<file path="src/design/drsa_pkg.sv">
// Package: shared types, codes and default sizes for the dual-region slot allocator.
`default_nettype none
package drsa_pkg;

    localparam int DEF_MAX_RECTS    = 64;
    localparam int DEF_MAX_LABELS   = 64;
    localparam int DEF_RECT_BYTES   = 64;
    localparam int DEF_LABEL_BYTES  = 256;
    localparam int DEF_BUFFER_BYTES = 65536;
    localparam int DEF_WAIT_DEPTH   = 16;
    localparam int NUM_QUEUES       = 3;

    typedef enum logic [1:0] {
        MODE_REQUEST = 2'd0,
        MODE_RELEASE = 2'd1,
        MODE_CLEAR   = 2'd2,
        MODE_NONE    = 2'd3
    } t_mode;

    typedef enum logic [1:0] {
        KIND_IMAGE  = 2'd0,
        KIND_SLIDER = 2'd1,
        KIND_LABEL  = 2'd2,
        KIND_NONE   = 2'd3
    } t_kind;

    typedef enum logic [2:0] {
        ST_GRANTED     = 3'd0,
        ST_QUEUED      = 3'd1,
        ST_REL_GRANTED = 3'd2,
        ST_RELEASED    = 3'd3,
        ST_REL_IGNORED = 3'd4,
        ST_QUEUE_FULL  = 3'd5,
        ST_CLEARED     = 3'd6,
        ST_DISABLED    = 3'd7
    } t_status;

    typedef enum logic {
        S_IDLE = 1'b0,
        S_EXEC = 1'b1
    } t_state;

    typedef struct packed {
        logic [1:0]  mode;
        logic [1:0]  kind;
        logic [15:0] requester_id;
        logic [15:0] release_offset;
    } t_in_item;

    typedef struct packed {
        logic [2:0]  status;
        logic [15:0] granted_id;
        logic [15:0] granted_offset;
        logic [11:0] granted_index;
    } t_out_item;

endpackage
`default_nettype wire

</file>
<file path="src/design/dual_region_slot_allocator.sv">
// Top level: dual-region slot allocator with free stacks and wait queues in memories.
//
//  channel | direction | handshake                 | payload
//  in      | input     | i_in_valid / o_in_ready   | i_in_item  (t_in_item)
//  out     | output    | o_out_valid / i_out_ready | o_out_item (t_out_item)
//  cfg     | input     | i_cfg_we                  | i_cfg_wdata (enabled)
//
// Per item: the accept cycle reads the free stacks and the wait queue memory, then
// the exec state modifies, writes back and loads the output register; o_in_ready
// stays low in exec, which holds while the output register is full and not taken.
// Synchronous active-low reset; no clearing pass, the memories need none.
`default_nettype none
module dual_region_slot_allocator
    import drsa_pkg::*;
#(
    parameter int MAX_RECTS    = DEF_MAX_RECTS,
    parameter int MAX_LABELS   = DEF_MAX_LABELS,
    parameter int RECT_BYTES   = DEF_RECT_BYTES,
    parameter int LABEL_BYTES  = DEF_LABEL_BYTES,
    parameter int BUFFER_BYTES = DEF_BUFFER_BYTES,
    parameter int WAIT_DEPTH   = DEF_WAIT_DEPTH
) (
    input  wire logic      i_clk,
    input  wire logic      i_rst_n,
    input  wire logic      i_in_valid,
    output logic           o_in_ready,
    input  wire t_in_item  i_in_item,
    output logic           o_out_valid,
    input  wire logic      i_out_ready,
    output t_out_item      o_out_item,
    input  wire logic      i_cfg_we,
    input  wire logic      i_cfg_wdata
);

    localparam int RCW  = $clog2(MAX_RECTS + 1);
    localparam int LCW  = $clog2(MAX_LABELS + 1);
    localparam int RAW  = (MAX_RECTS > 1) ? $clog2(MAX_RECTS) : 1;
    localparam int LAW  = (MAX_LABELS > 1) ? $clog2(MAX_LABELS) : 1;
    localparam int QAW  = (WAIT_DEPTH > 1) ? $clog2(WAIT_DEPTH) : 1;
    localparam int QLW  = $clog2(WAIT_DEPTH + 1);
    localparam int WMD  = NUM_QUEUES * WAIT_DEPTH;
    localparam int WMW  = $clog2(WMD);
    localparam int LB_RESET = BUFFER_BYTES - LABEL_BYTES;

    localparam logic [16:0] RECT_STEP  = 17'(RECT_BYTES);
    localparam logic [15:0] LABEL_STEP = 16'(LABEL_BYTES);
    localparam logic [15:0] LABEL_INIT = 16'(LB_RESET);

    // control state
    t_state            r_state, n_state;
    logic              r_enabled;
    logic [RCW-1:0]    r_rect_count, n_rect_count;
    logic [LCW-1:0]    r_label_count, n_label_count;
    logic [16:0]       r_rect_top, n_rect_top;
    logic [15:0]       r_label_bottom, n_label_bottom;
    logic [RCW-1:0]    r_rect_depth, n_rect_depth;
    logic [LCW-1:0]    r_label_depth, n_label_depth;
    logic [QAW-1:0]    r_head [0:NUM_QUEUES-1];
    logic [QAW-1:0]    n_head [0:NUM_QUEUES-1];
    logic [QLW-1:0]    r_len  [0:NUM_QUEUES-1];
    logic [QLW-1:0]    n_len  [0:NUM_QUEUES-1];
    logic              r_out_valid;

    // payload
    t_in_item          r_item;
    t_out_item         r_out, n_out;
    logic [15:0]       r_rect_rd, r_label_rd, r_wait_rd;

    // memories
    logic [15:0]       r_rect_mem  [0:MAX_RECTS-1];
    logic [15:0]       r_label_mem [0:MAX_LABELS-1];
    logic [15:0]       r_wait_mem  [0:WMD-1];

    logic              accept, exec_go, has_result;
    logic              rect_we, label_we, wait_we;
    logic [RAW-1:0]    rect_wa;
    logic [LAW-1:0]    label_wa;
    logic [WMW-1:0]    wait_wa, wait_ra;
    logic [15:0]       mem_wd;
    logic [1:0]        qsel, in_qsel;

    function automatic logic [1:0] queue_of(input logic [1:0] kind);
        logic [1:0] q;
        q = 2'd0;
        if (kind == KIND_SLIDER) q = 2'd1;
        else if (kind == KIND_LABEL) q = 2'd2;
        return q;
    endfunction

    function automatic logic [WMW-1:0] wait_addr(input logic [1:0] q,
                                                 input logic [QAW-1:0] idx);
        return WMW'(q) * WMW'(WAIT_DEPTH) + WMW'(idx);
    endfunction

    assign accept  = i_in_valid && o_in_ready;
    assign in_qsel = queue_of(i_in_item.kind);
    assign qsel    = queue_of(r_item.kind);
    assign wait_ra = wait_addr(in_qsel, r_head[in_qsel]);
    assign exec_go = (r_state == S_EXEC) && (!r_out_valid || i_out_ready);

    // next state
    always_comb begin
        n_state = r_state;
        unique case (r_state)
            S_IDLE: if (accept) n_state = S_EXEC;
            S_EXEC: if (exec_go) n_state = S_IDLE;
            default: n_state = S_IDLE;
        endcase
    end

    // handshake outputs
    always_comb begin
        o_in_ready  = (r_state == S_IDLE);
        o_out_valid = r_out_valid;
        o_out_item  = r_out;
    end

    // read-modify-write datapath of the exec cycle
    always_comb begin
        logic        is_label, pushed, edge_hit;
        logic [QLW:0] tsum;
        logic [QAW:0] hsum;
        logic [15:0] off;
        logic [15:0] who;
        logic [2:0]  st;

        n_rect_count   = r_rect_count;
        n_label_count  = r_label_count;
        n_rect_top     = r_rect_top;
        n_label_bottom = r_label_bottom;
        n_rect_depth   = r_rect_depth;
        n_label_depth  = r_label_depth;
        for (int q = 0; q < NUM_QUEUES; q++) begin
            n_head[q] = r_head[q];
            n_len[q]  = r_len[q];
        end
        rect_we  = 1'b0;
        label_we = 1'b0;
        wait_we  = 1'b0;
        rect_wa  = r_rect_depth[RAW-1:0];
        label_wa = r_label_depth[LAW-1:0];
        mem_wd   = r_item.release_offset;
        is_label = (r_item.kind == KIND_LABEL);
        pushed   = 1'b0;
        edge_hit = 1'b0;
        off      = 16'd0;
        who      = 16'd0;
        st       = ST_DISABLED;
        has_result = 1'b1;

        tsum = {1'b0, QLW'(r_head[qsel])} + {1'b0, r_len[qsel]};
        if (tsum >= (QLW+1)'(WAIT_DEPTH)) tsum = tsum - (QLW+1)'(WAIT_DEPTH);
        wait_wa = wait_addr(qsel, tsum[QAW-1:0]);
        hsum = {1'b0, r_head[qsel]} + (QAW+1)'(1);
        if (hsum >= (QAW+1)'(WAIT_DEPTH)) hsum = hsum - (QAW+1)'(WAIT_DEPTH);

        if (!r_enabled) begin
            st = ST_DISABLED;
        end else if (r_item.mode == MODE_CLEAR) begin
            st             = ST_CLEARED;
            n_rect_count   = '0;
            n_label_count  = '0;
            n_rect_top     = '0;
            n_label_bottom = LABEL_INIT;
            n_rect_depth   = '0;
            n_label_depth  = '0;
            for (int q = 0; q < NUM_QUEUES; q++) begin
                n_head[q] = '0;
                n_len[q]  = '0;
            end
        end else if (r_item.mode == MODE_NONE || r_item.kind == KIND_NONE) begin
            has_result = 1'b0;
        end else if (r_item.mode == MODE_REQUEST) begin
            if (is_label ? (r_label_count < LCW'(MAX_LABELS))
                         : (r_rect_count < RCW'(MAX_RECTS))) begin
                st  = ST_GRANTED;
                who = r_item.requester_id;
                if (is_label) begin
                    n_label_count = r_label_count + LCW'(1);
                    if (r_label_depth != '0) begin
                        off           = r_label_rd;
                        n_label_depth = r_label_depth - LCW'(1);
                    end else begin
                        off            = r_label_bottom;
                        n_label_bottom = r_label_bottom - LABEL_STEP;
                    end
                end else begin
                    n_rect_count = r_rect_count + RCW'(1);
                    if (r_rect_depth != '0) begin
                        off          = r_rect_rd;
                        n_rect_depth = r_rect_depth - RCW'(1);
                    end else begin
                        off        = r_rect_top[15:0];
                        n_rect_top = r_rect_top + RECT_STEP;
                    end
                end
            end else if (r_len[qsel] >= QLW'(WAIT_DEPTH)) begin
                st = ST_QUEUE_FULL;
            end else begin
                st           = ST_QUEUED;
                wait_we      = 1'b1;
                mem_wd       = r_item.requester_id;
                n_len[qsel]  = r_len[qsel] + QLW'(1);
            end
        end else if (is_label ? (r_label_count == '0) : (r_rect_count == '0)) begin
            st = ST_REL_IGNORED;
        end else begin
            // give back first, then hand a slot to the oldest waiter of this kind
            if (is_label) begin
                n_label_count = r_label_count - LCW'(1);
                edge_hit = ({1'b0, r_item.release_offset} ==
                            ({1'b0, r_label_bottom} + {1'b0, LABEL_STEP}));
                if (edge_hit) n_label_bottom = r_item.release_offset;
                else if (r_label_depth < LCW'(MAX_LABELS)) pushed = 1'b1;
            end else begin
                n_rect_count = r_rect_count - RCW'(1);
                edge_hit = ({1'b0, r_item.release_offset} == (r_rect_top - RECT_STEP));
                if (edge_hit) n_rect_top = {1'b0, r_item.release_offset};
                else if (r_rect_depth < RCW'(MAX_RECTS)) pushed = 1'b1;
            end
            if (r_len[qsel] != '0) begin
                st           = ST_REL_GRANTED;
                who          = r_wait_rd;
                n_head[qsel] = hsum[QAW-1:0];
                n_len[qsel]  = r_len[qsel] - QLW'(1);
                if (is_label) begin
                    n_label_count = r_label_count;
                    if (pushed) begin
                        off = r_item.release_offset;
                    end else if (r_label_depth != '0) begin
                        off           = r_label_rd;
                        n_label_depth = r_label_depth - LCW'(1);
                    end else begin
                        off            = n_label_bottom;
                        n_label_bottom = n_label_bottom - LABEL_STEP;
                    end
                end else begin
                    n_rect_count = r_rect_count;
                    if (pushed) begin
                        off = r_item.release_offset;
                    end else if (r_rect_depth != '0) begin
                        off          = r_rect_rd;
                        n_rect_depth = r_rect_depth - RCW'(1);
                    end else begin
                        off        = n_rect_top[15:0];
                        n_rect_top = n_rect_top + RECT_STEP;
                    end
                end
            end else begin
                st = ST_RELEASED;
                if (pushed && is_label) begin
                    label_we      = 1'b1;
                    n_label_depth = r_label_depth + LCW'(1);
                end else if (pushed) begin
                    rect_we      = 1'b1;
                    n_rect_depth = r_rect_depth + RCW'(1);
                end
            end
        end

        n_out.status         = st;
        n_out.granted_id     = who;
        n_out.granted_offset = off;
        n_out.granted_index  = off[15:4];
    end

    // control registers
    always_ff @(posedge i_clk) begin
        if (!i_rst_n) begin
            r_state        <= S_IDLE;
            r_enabled      <= 1'b1;
            r_rect_count   <= '0;
            r_label_count  <= '0;
            r_rect_top     <= '0;
            r_label_bottom <= LABEL_INIT;
            r_rect_depth   <= '0;
            r_label_depth  <= '0;
            r_out_valid    <= 1'b0;
            for (int q = 0; q < NUM_QUEUES; q++) begin
                r_head[q] <= '0;
                r_len[q]  <= '0;
            end
        end else begin
            r_state <= n_state;
            if (i_cfg_we) r_enabled <= i_cfg_wdata;
            if (exec_go) begin
                r_rect_count   <= n_rect_count;
                r_label_count  <= n_label_count;
                r_rect_top     <= n_rect_top;
                r_label_bottom <= n_label_bottom;
                r_rect_depth   <= n_rect_depth;
                r_label_depth  <= n_label_depth;
                for (int q = 0; q < NUM_QUEUES; q++) begin
                    r_head[q] <= n_head[q];
                    r_len[q]  <= n_len[q];
                end
            end
            if (exec_go && has_result) r_out_valid <= 1'b1;
            else if (i_out_ready)      r_out_valid <= 1'b0;
        end
    end

    // payload registers
    always_ff @(posedge i_clk) begin
        if (accept) r_item <= i_in_item;
        if (exec_go && has_result) r_out <= n_out;
    end

    // memories: read at the top of stack and queue head on accept, write on exec
    always_ff @(posedge i_clk) begin
        if (accept) begin
            r_rect_rd  <= r_rect_mem[RAW'(r_rect_depth - RCW'(1))];
            r_label_rd <= r_label_mem[LAW'(r_label_depth - LCW'(1))];
            r_wait_rd  <= r_wait_mem[wait_ra];
        end
        if (exec_go && rect_we)  r_rect_mem[rect_wa]   <= mem_wd;
        if (exec_go && label_we) r_label_mem[label_wa] <= mem_wd;
        if (exec_go && wait_we)  r_wait_mem[wait_wa]   <= mem_wd;
    end

endmodule
`default_nettype wire

</file>
<file path="config.mk">
export PLATFORM = sky130hd
export DESIGN_NAME = dual_region_slot_allocator
export DESIGN_NICKNAME = d
export VERILOG_FILES = /design/src/design/drsa_pkg.sv /design/src/design/dual_region_slot_allocator.sv
export SDC_FILE = /design/constraint.sdc
export NUM_CORES = 2
export LEC_CHECK = 0
export BUFFER_PORTS_ARGS = -buffer_cell sky130_fd_sc_hd__buf_2
export CAP_MARGIN = 20
export CORE_AREA = 2 2 441 443
export DETAILED_ROUTE_END_ITERATION = 8
export DIE_AREA = 0 0 443 445
export GPL_TIMING_DRIVEN = 0
export PLACE_DENSITY = 0.79
export SETUP_SLACK_MARGIN = 0.2
export SLEW_MARGIN = 20
export SYNTH_ARGS = -nofsm -noshare
export SYNTH_HDL_FRONTEND = slang
export SYNTH_SLANG_ARGS = --single-unit
export TNS_END_PERCENT = 100
</file>
<file path="constraint.sdc">
create_clock -name i_clk -period 6.9 [get_ports i_clk]
set_input_delay 0.69 -clock i_clk [delete_from_list [all_inputs] [get_ports i_clk]]
set_output_delay 0.69 -clock i_clk [all_outputs]
set_load 0.005 [all_outputs]
</file>
# Yosys cells after proc, flatten, opt, wreduce, memory -nomap -nowiden
# Memories as Yosys holds them, arrays and structs flattened. A register that Yosys moved wholly into a read port is not among the register bits.
# Index checks and enable logic that the tools add are counted.
[word_totals]
register_bits = 135
memories = 5
ramBits = 2843
elab_cells = 302
[classes]
eq_ne = 22
muxes = 190
n_addsub = 22
n_reduce_logical = 27
n_lt_le_gt_ge = 9
bitwise = 9
[memory_table]
columns = ["memory", "words", "word_bits", "rd", "rd_clocked_by_memory_dff", "wr", "line", "source"]
rows = [
  ["r_label_mem", 64, 16, 1, 1, 1, "dual_region_slot_allocator.sv:71", "logic [15:0] r_label_mem [0:MAX_LABELS-1];"],
  ["r_rect_mem", 64, 16, 1, 1, 1, "dual_region_slot_allocator.sv:70", "logic [15:0] r_rect_mem [0:MAX_RECTS-1];"],
  ["r_wait_mem", 48, 16, 1, 1, 1, "dual_region_slot_allocator.sv:72", "logic [15:0] r_wait_mem [0:WMD-1];"],
  ["r_len", 3, 5, 4, 0, 3, "dual_region_slot_allocator.sv:60", "logic [QLW-1:0] r_len [0:NUM_QUEUES-1];"],
  ["r_head", 3, 4, 5, 0, 3, "dual_region_slot_allocator.sv:58", "logic [QAW-1:0] r_head [0:NUM_QUEUES-1];"],
]
[ops]
columns = ["op", "count"]
rows = [
  ["2-to-1 mux 16 bit", 40],
  ["2-to-1 mux 17 bit", 18],
  ["2-to-1 mux 7 bit", 41],
  ["2-to-1 mux 15 bit", 8],
  ["2-to-1 mux 12 bit", 6],
  ["2-to-1 mux 1 bit", 53],
  ["adder 17 x 7 -> 17 bit (second input constant)", 2],
  ["equality test 16 x 17 -> 1 bit", 2],
  ["subtractor 16 x 9 -> 16 bit (second input constant)", 2],
  ["bitwise mux 15 bit", 2],
  ["adder 7 x 1 -> 7 bit (second input constant)", 4],
  ["< comparator 7 bit (second input constant)", 4],
  ["AND reduction 7 bit", 4],
  ["subtractor 7 x 1 -> 7 bit (second input constant)", 4],
  ["2-to-1 mux 4 bit", 6],
  ["inequality test 3 bit (second input constant)", 7],
  ["2-to-1 mux 5 bit", 4],
  ["adder 16 x 9 -> 17 bit (second input constant)", 1],
  ["subtractor 17 x 7 -> 17 bit (second input constant)", 1],
  ["inequality test 4 bit (second input constant)", 4],
  ["zero test 7 bit", 2],
  ["nonzero test 7 bit", 2],
  ["adder 6 x 4 -> 6 bit", 2],
  ["bitwise mux 12 bit", 1],
  ["31 further kinds", 59],
]

# Logic depth before layout (Yosys ltp)
[logic_depth]
ltp_word = 20
mapped_depth = 17
depth_no_buf = 14

# Worst setup path after synthesis
# OpenSTA, ideal clock, no wires.
[synth_timing]
kind = "reg-to-reg"
start = "register r_item[32] in the netlist's numbering"
end = "memory r_rect_mem[24][0], enable pin"
path_slack_ns = 1.983
stages_incl_launch_ff = 15
path_buffers = 3
t_arrival_ns = 4.529
path_cell_list = "edfxtp_1 -> inv_1 -> ha_1 -> buf_1 -> clkbuf_1 -> o21ai_0 -> inv_1 -> ha_1 -> nand2_1 -> or4b_2 -> clkbuf_1 -> nor4_2 -> nor4b_1 -> nand3_1 -> nor2_1"
[synth_between]
elab_chain_len = 18
word_cells_on_any_way = 27
cone_classes = "3 x eq/ne; 19 x mux; 4 x reduce/logical; 1 x memory"
[synth_rtl]
columns = ["element", "line", "source"]
rows = [
  ["start: declaration", "dual_region_slot_allocator.sv:65", "t_in_item r_item;"],
  ["start signal: assignment", "dual_region_slot_allocator.sv:305", "if (accept) r_item <= i_in_item;"],
  ["equality test 2 bit", "dual_region_slot_allocator.sv:86, dual_region_slot_allocator.sv:143", ""],
  ["2-to-1 mux 1 bit", "dual_region_slot_allocator.sv:209", "if (is_label) begin"],
  ["2-to-1 mux 1 bit", "dual_region_slot_allocator.sv:205", "end else if (is_label ? (r_label_count == '0) : (r_rect_count == '0)) begin"],
  ["2-to-1 mux 1 bit", "dual_region_slot_allocator.sv:173", "end else if (r_item.mode == MODE_REQUEST) begin"],
  ["2-to-1 mux 1 bit", "dual_region_slot_allocator.sv:171", "end else if (r_item.mode == MODE_NONE || r_item.kind == KIND_NONE) begin"],
  ["2-to-1 mux 1 bit", "dual_region_slot_allocator.sv:159", "end else if (r_item.mode == MODE_CLEAR) begin"],
  ["2-to-1 mux 1 bit", "dual_region_slot_allocator.sv:157", "if (!r_enabled) begin"],
  ["2-to-1 mux 1 bit / logical AND 1 bit (equally long branches)", "dual_region_slot_allocator.sv:254, dual_region_slot_allocator.sv:251", ""],
  ["[... 2 more ...]", "--", ""],
  ["2-to-1 mux 1 bit", "dual_region_slot_allocator.sv:205", ""],
  ["2-to-1 mux 1 bit", "dual_region_slot_allocator.sv:173", ""],
  ["2-to-1 mux 1 bit *", "dual_region_slot_allocator.sv:171", ""],
  ["2-to-1 mux 1 bit *", "dual_region_slot_allocator.sv:159", ""],
  ["2-to-1 mux 1 bit *", "dual_region_slot_allocator.sv:157", ""],
  ["logical AND 1 bit *", "dual_region_slot_allocator.sv:316", "if (exec_go && rect_we) r_rect_mem[rect_wa] <= mem_wd;"],
  ["2-to-1 mux 1 bit *", "dual_region_slot_allocator.sv:316", ""],
  ["2-to-1 mux 1 bit (implied by the code) *", "dual_region_slot_allocator.sv:316", ""],
  ["end: declaration", "dual_region_slot_allocator.sv:70", ""],
]
# Every way passes the cells marked *; elsewhere a longest branch is shown, timed or not. The select of a mux whose other input is x is not followed.

# Worst setup path in the final report
[layout_timing]
start = "register r_item[32] in the netlist's numbering"
end = "memory r_label_mem[24][6], enable pin"
[layout_between]
elab_chain_len = 18
word_cells_on_any_way = 26
cone_classes = "3 x eq/ne; 18 x mux; 4 x reduce/logical; 1 x memory"
[layout_rtl]
columns = ["element", "line", "source"]
rows = [
  ["equality test 2 bit", "dual_region_slot_allocator.sv:86, dual_region_slot_allocator.sv:143", ""],
  ["2-to-1 mux 1 bit", "dual_region_slot_allocator.sv:209", ""],
  ["2-to-1 mux 1 bit", "dual_region_slot_allocator.sv:205", ""],
  ["2-to-1 mux 1 bit", "dual_region_slot_allocator.sv:173", ""],
  ["2-to-1 mux 1 bit", "dual_region_slot_allocator.sv:171", ""],
  ["2-to-1 mux 1 bit", "dual_region_slot_allocator.sv:159", ""],
  ["2-to-1 mux 1 bit", "dual_region_slot_allocator.sv:157", ""],
  ["logical AND 1 bit", "dual_region_slot_allocator.sv:251", "if (pushed && is_label) begin"],
  ["[... 2 more ...]", "--", ""],
  ["2-to-1 mux 1 bit", "dual_region_slot_allocator.sv:205", ""],
  ["2-to-1 mux 1 bit", "dual_region_slot_allocator.sv:173", ""],
  ["2-to-1 mux 1 bit *", "dual_region_slot_allocator.sv:171", ""],
  ["2-to-1 mux 1 bit *", "dual_region_slot_allocator.sv:159", ""],
  ["2-to-1 mux 1 bit *", "dual_region_slot_allocator.sv:157", ""],
  ["logical AND 1 bit *", "dual_region_slot_allocator.sv:317", "if (exec_go && label_we) r_label_mem[label_wa] <= mem_wd;"],
  ["2-to-1 mux 1 bit *", "dual_region_slot_allocator.sv:317", ""],
  ["2-to-1 mux 1 bit (implied by the code) *", "dual_region_slot_allocator.sv:317", ""],
  ["end: declaration", "dual_region_slot_allocator.sv:71", ""],
]
# Marks and branches as above.

==> summary.txt <==
Floorplan
  • Die ar.: 197100 sq um
  • Die X-Extent: 443 microns
  • Die height: 445 microns
  • Core Region: 192000 sq um
  • I/O pins: 91
  • Initial Utilization: 62.85%
  • Core Rows: 161

Hold path
  • Hold Path Cell Cnt: 1
  • Hold path startpoint: i_in_item[35]
  • Hold crit path type: input pin to flop
  • Hold Path End: r_item[35]

Placed design
  • Hpwl dp: 201700 microns
  • RD Place Congestion: 0.9817
  • IO buf count: 89

Route
  • Number of routed nets with antenna violations: 0
  • Post-Route WL: 337800 microns
  • WL met3: 40360 microns
  • DR iter-0 viols: 11410
  • Wl on met1: 113700 microns
  • Total number of vias: 66253
  • Met2 routed WL: 163100 microns
  • WL/cell: 36.67 microns
  • DRC Markers: 0
  • Drt pass-1 iters: 9
  • DR vias/cell: 7.193
  • Uppermost routed layer: met5

Setup path
  • Cell Chain, Critical Path: inv_1, ha_1, buf_2, clkbuf_2, o21ai_0, inv_1, ha_1, nand2_1, or4b_2, clkbuf_1, nor4_4, nor4b_2, nand3_1, nor2_2
  • Slowest cell delay on critical path: 1020 ps
  • Worst reg2reg setup slack: 370 ps
  • Reg2reg end: r_label_mem[24][6]
  • Critical Path RT: 7460 ps
  • WP buf/inv: 5
  • Critical setup path kind: flop to flop
  • Beginning of the critical path: r_item[32]
  • Critical Path Source Type: flop
  • CP Data Arrival Time: 7090 ps
  • Critical-path top delay cell: nor2_2
  • Critical Path End Type: flop
  • R2R depth: 14
  • Critical R2R Launch: r_item[32]
  • Crit-path max FO: 16
  • Largest delay share family, worst path: simple AND/OR/NAND/NOR gates

Synth
  • Commonest register cell after synthesis: edfxtp_1
  • Unique masters post-synth: 85
  • Avg Cell Area, Syn: 20.49 sq um
  • Synth warnings: 0
  • Mapped Cells: 5889
  • Top cell type's share of synthesized area: 73.71%
  • Synth async-reset ratio: 0%
  • FF+latch count, synth: 3026
  • Post-synthesis sequential area ratio: 74.77%
  • Count of flip-flops with a built-in enable after synthesis: 2962
  • Top cells by area, synth: edfxtp_1 74%, mux4_2 16%, nor2_1 1.1%, dfxtp_1 1.1%, mux2i_1 0.91%
  • Post-Syn Nets: 5965
  • Mapped Area: 120700 sq um
  • Yosys top cell by area: edfxtp_1

Power and ir drop
  • Worst vdd ir: 0.3632 mV
  • Sw frac: 21.75%
  • Pwr Density: 279.0 nW/um^2
  • Comb pwr share: 5.4%
  • Leakage power: 42.13 nW
  • Int Pwr: 29.92 mW
  • Flop pwr share: 53.2%
  • P_sw: 8.314 mW
  • Clock Power Share: 41.3%
  • PnR Total Power: 38.23 mW

Clock tree
  • Root Buffer Master: clkbuf_16
  • CTS tree: built
  • CTS H-tree depth: 5
  • Worst-skew pair later-pin latency: 960 ps
  • Clock sink count: 3026
  • CTS Buf Count: 307
  • Clock Path Buffers: 4
  • Clock transition at path regs: 60 ps

GRT
  • Initial antenna violation count: 21
  • Number of global-route vias before repair: 65488
  • All-Layer GR Usage: 34.48%
  • Largest net degree at the start of global routing: 113
  • GR Overflow Total: 0
  • Wire length of the first global-routing pass: 480100 microns

STA
  • Final count of negative-setup-slack endpoints: 0
  • Final worst-path cycle share: 94.70%
  • Actual slew at the worst max-slew pin: 1303 ps
  • RSZ-0062 raised after global routing: false
  • Pins Over Slew Limit: 0
  • Hold Fails Final Rpt: 0
  • Max-slew headroom: 13.12%
  • Fmax: 153.0 MHz
  • Crit path time final: 6535 ps
  • Layout Skew: 66.19 ps

Layout
  • Layout cells sized above 1: 27.21%
  • Leading cell type in the layout, fill and taps excluded: edfxtp_1
  • Area growth syn-to-layout: 13.54%
  • Core Util, Final: 71.37%
  • Nets: 6553
  • Commonest non-fill, non-tap cells in the layout: 2962 x edfxtp_1, 832 x mux4_2, 316 x clkbuf_16

Flow run
  • Max-cap check violation count: 0

Outcome
  • Status: finished clean
## what timing repair did
| item | CTS | global route |
|---|---|---|
| gates resized for setup | 20 | 32 |
| buffers inserted | 0 | 1 |
| endpoints found under the hold margin | 28 | 0 |
| hold buffers | 29 | 0 |
| pin swaps | 1 | 0 |
| endpoints found under the setup margin | 1091 | 489 |
## through the flow
stage          TNS (ps)  setup WS, ps  std cells  cell area, sq um  hold slack (ps)
6_report              0         365.4       9211            137000            83.39
5_1_grt               0         205.9       9203            137000            36.61
4_1_cts               0         207.1       9198            136800            33.56
3_5_place_dp    -118880        -453.5       8662            127300            498.4
3_3_place_gp    -631360        -858.3       8504            124300            494.8
2_1_floorplan         0          1983       5889            120700            473.2
## cells in the mapped netlist, types with 4 or more instances
cell type  instances
a211oi_1          59
a21o_1            12
a21oi_1           96
a22oi_1           19
a31oi_1           53
and2_1            50
and3_1            11
buf_1             91
buf_2              6
buf_4             15
clkbuf_1         258
dfxtp_1           64
edfxtp_1        2962
ha_1              31
inv_1             31
mux2_2            67
mux2i_1          110
mux4_2           832
nand2_1          224
nand2b_1          12
nand3_1           73
nand3b_1           4
nand4_1           20
nor2_1           357
nor2b_1           27
nor3_1            43
nor4_1            14
o2111ai_1          7
o211ai_1          21
o21a_1             6
o21ai_0           86
o21ai_1            8
o221a_2            6
o221ai_1          39
o22ai_1            5
o311a_1            7
o32ai_1            4
or2_2              6
or3_1             12
xnor2_1           47
xor2_1            29
## sequential cells by signal (all words and copies together) (netlist names)
signal          cells
r_label_mem      1024
r_rect_mem       1024
r_wait_mem        768
r_item             36
o_out_item         35
r_rect_top         17
r_label_bottom     16
r_label_rd         16
r_rect_rd          16
r_wait_rd          16
r_len              15
r_head             12
r_label_count       7
r_label_depth       7
r_rect_count        7
r_rect_depth        7
o_out_valid         1
r_enabled           1
r_state             1
## power by group through the flow
stage	logic, mW	clock network, mW	registers [mW]
floorplan	1.14	0	20.7
global placement	1.84	0	20.8
detailed placement	1.97	0	20.7
CTS	2.03	15.8	20.4
global route	2.15	16.4	20.3
finish	2.08	15.8	20.4
## layout make-up
| cell class | instances | area (sq um) |
|---|---|---|
| flip-flops and latches | 3026 | 90230 |
| fillers | 10469 | 54970 |
| multi-input cells | 2457 | 29720 |
| clock buffers | 375 | 8129 |
| well taps | 2526 | 3161 |
| repair buffers | 280 | 3040 |
| plain buffers | 373 | 1530 |
| clock inverters | 132 | 1056 |
| inverters | 32 | 120.1 |
| diodes | 10 | 25.02 |
## kinds of logic (layout without fill, tap and decap cells)
logic type / count (synthesis) / in the layout / share of synthesized area (%)
DFF: 3026 / 3026 / 74.77
muxes: 1010 / 1010 / 17.09
and+or+nand+nor: 879 / 879 / 3.326
AOI/OAI and AO/OA: 458 / 458 / 2.554
buffers and inverters: 406 / 1192 / 1.338
xor gates and xnor gates: 76 / 76 / 0.5516
adders and majority gates: 34 / 34 / 0.3712
other: 0 / 10 / 0
## worst max-delay path by stage
stage	to	slack [ps]	cells after the start
6_report	r_label_mem[24][6]	370	14
5_1_grt	r_label_mem[24][8]	210	14
4_1_cts	r_label_rd[6]	210	12
3_5_place_dp	r_rect_mem[21][6]	-450	14
3_3_place_gp	r_rect_mem[31][9]	-860	14
2_1_floorplan	r_rect_mem[24][0]	1980	14
## routing by layer
layer  vias up  GRT usage (%)
li1      25537              -
met1     34088          45.35
met2      5608          54.61
met3      1000          8.084
met4        20          18.01
met5         -              0
Power figures use the tool's default switching activity.
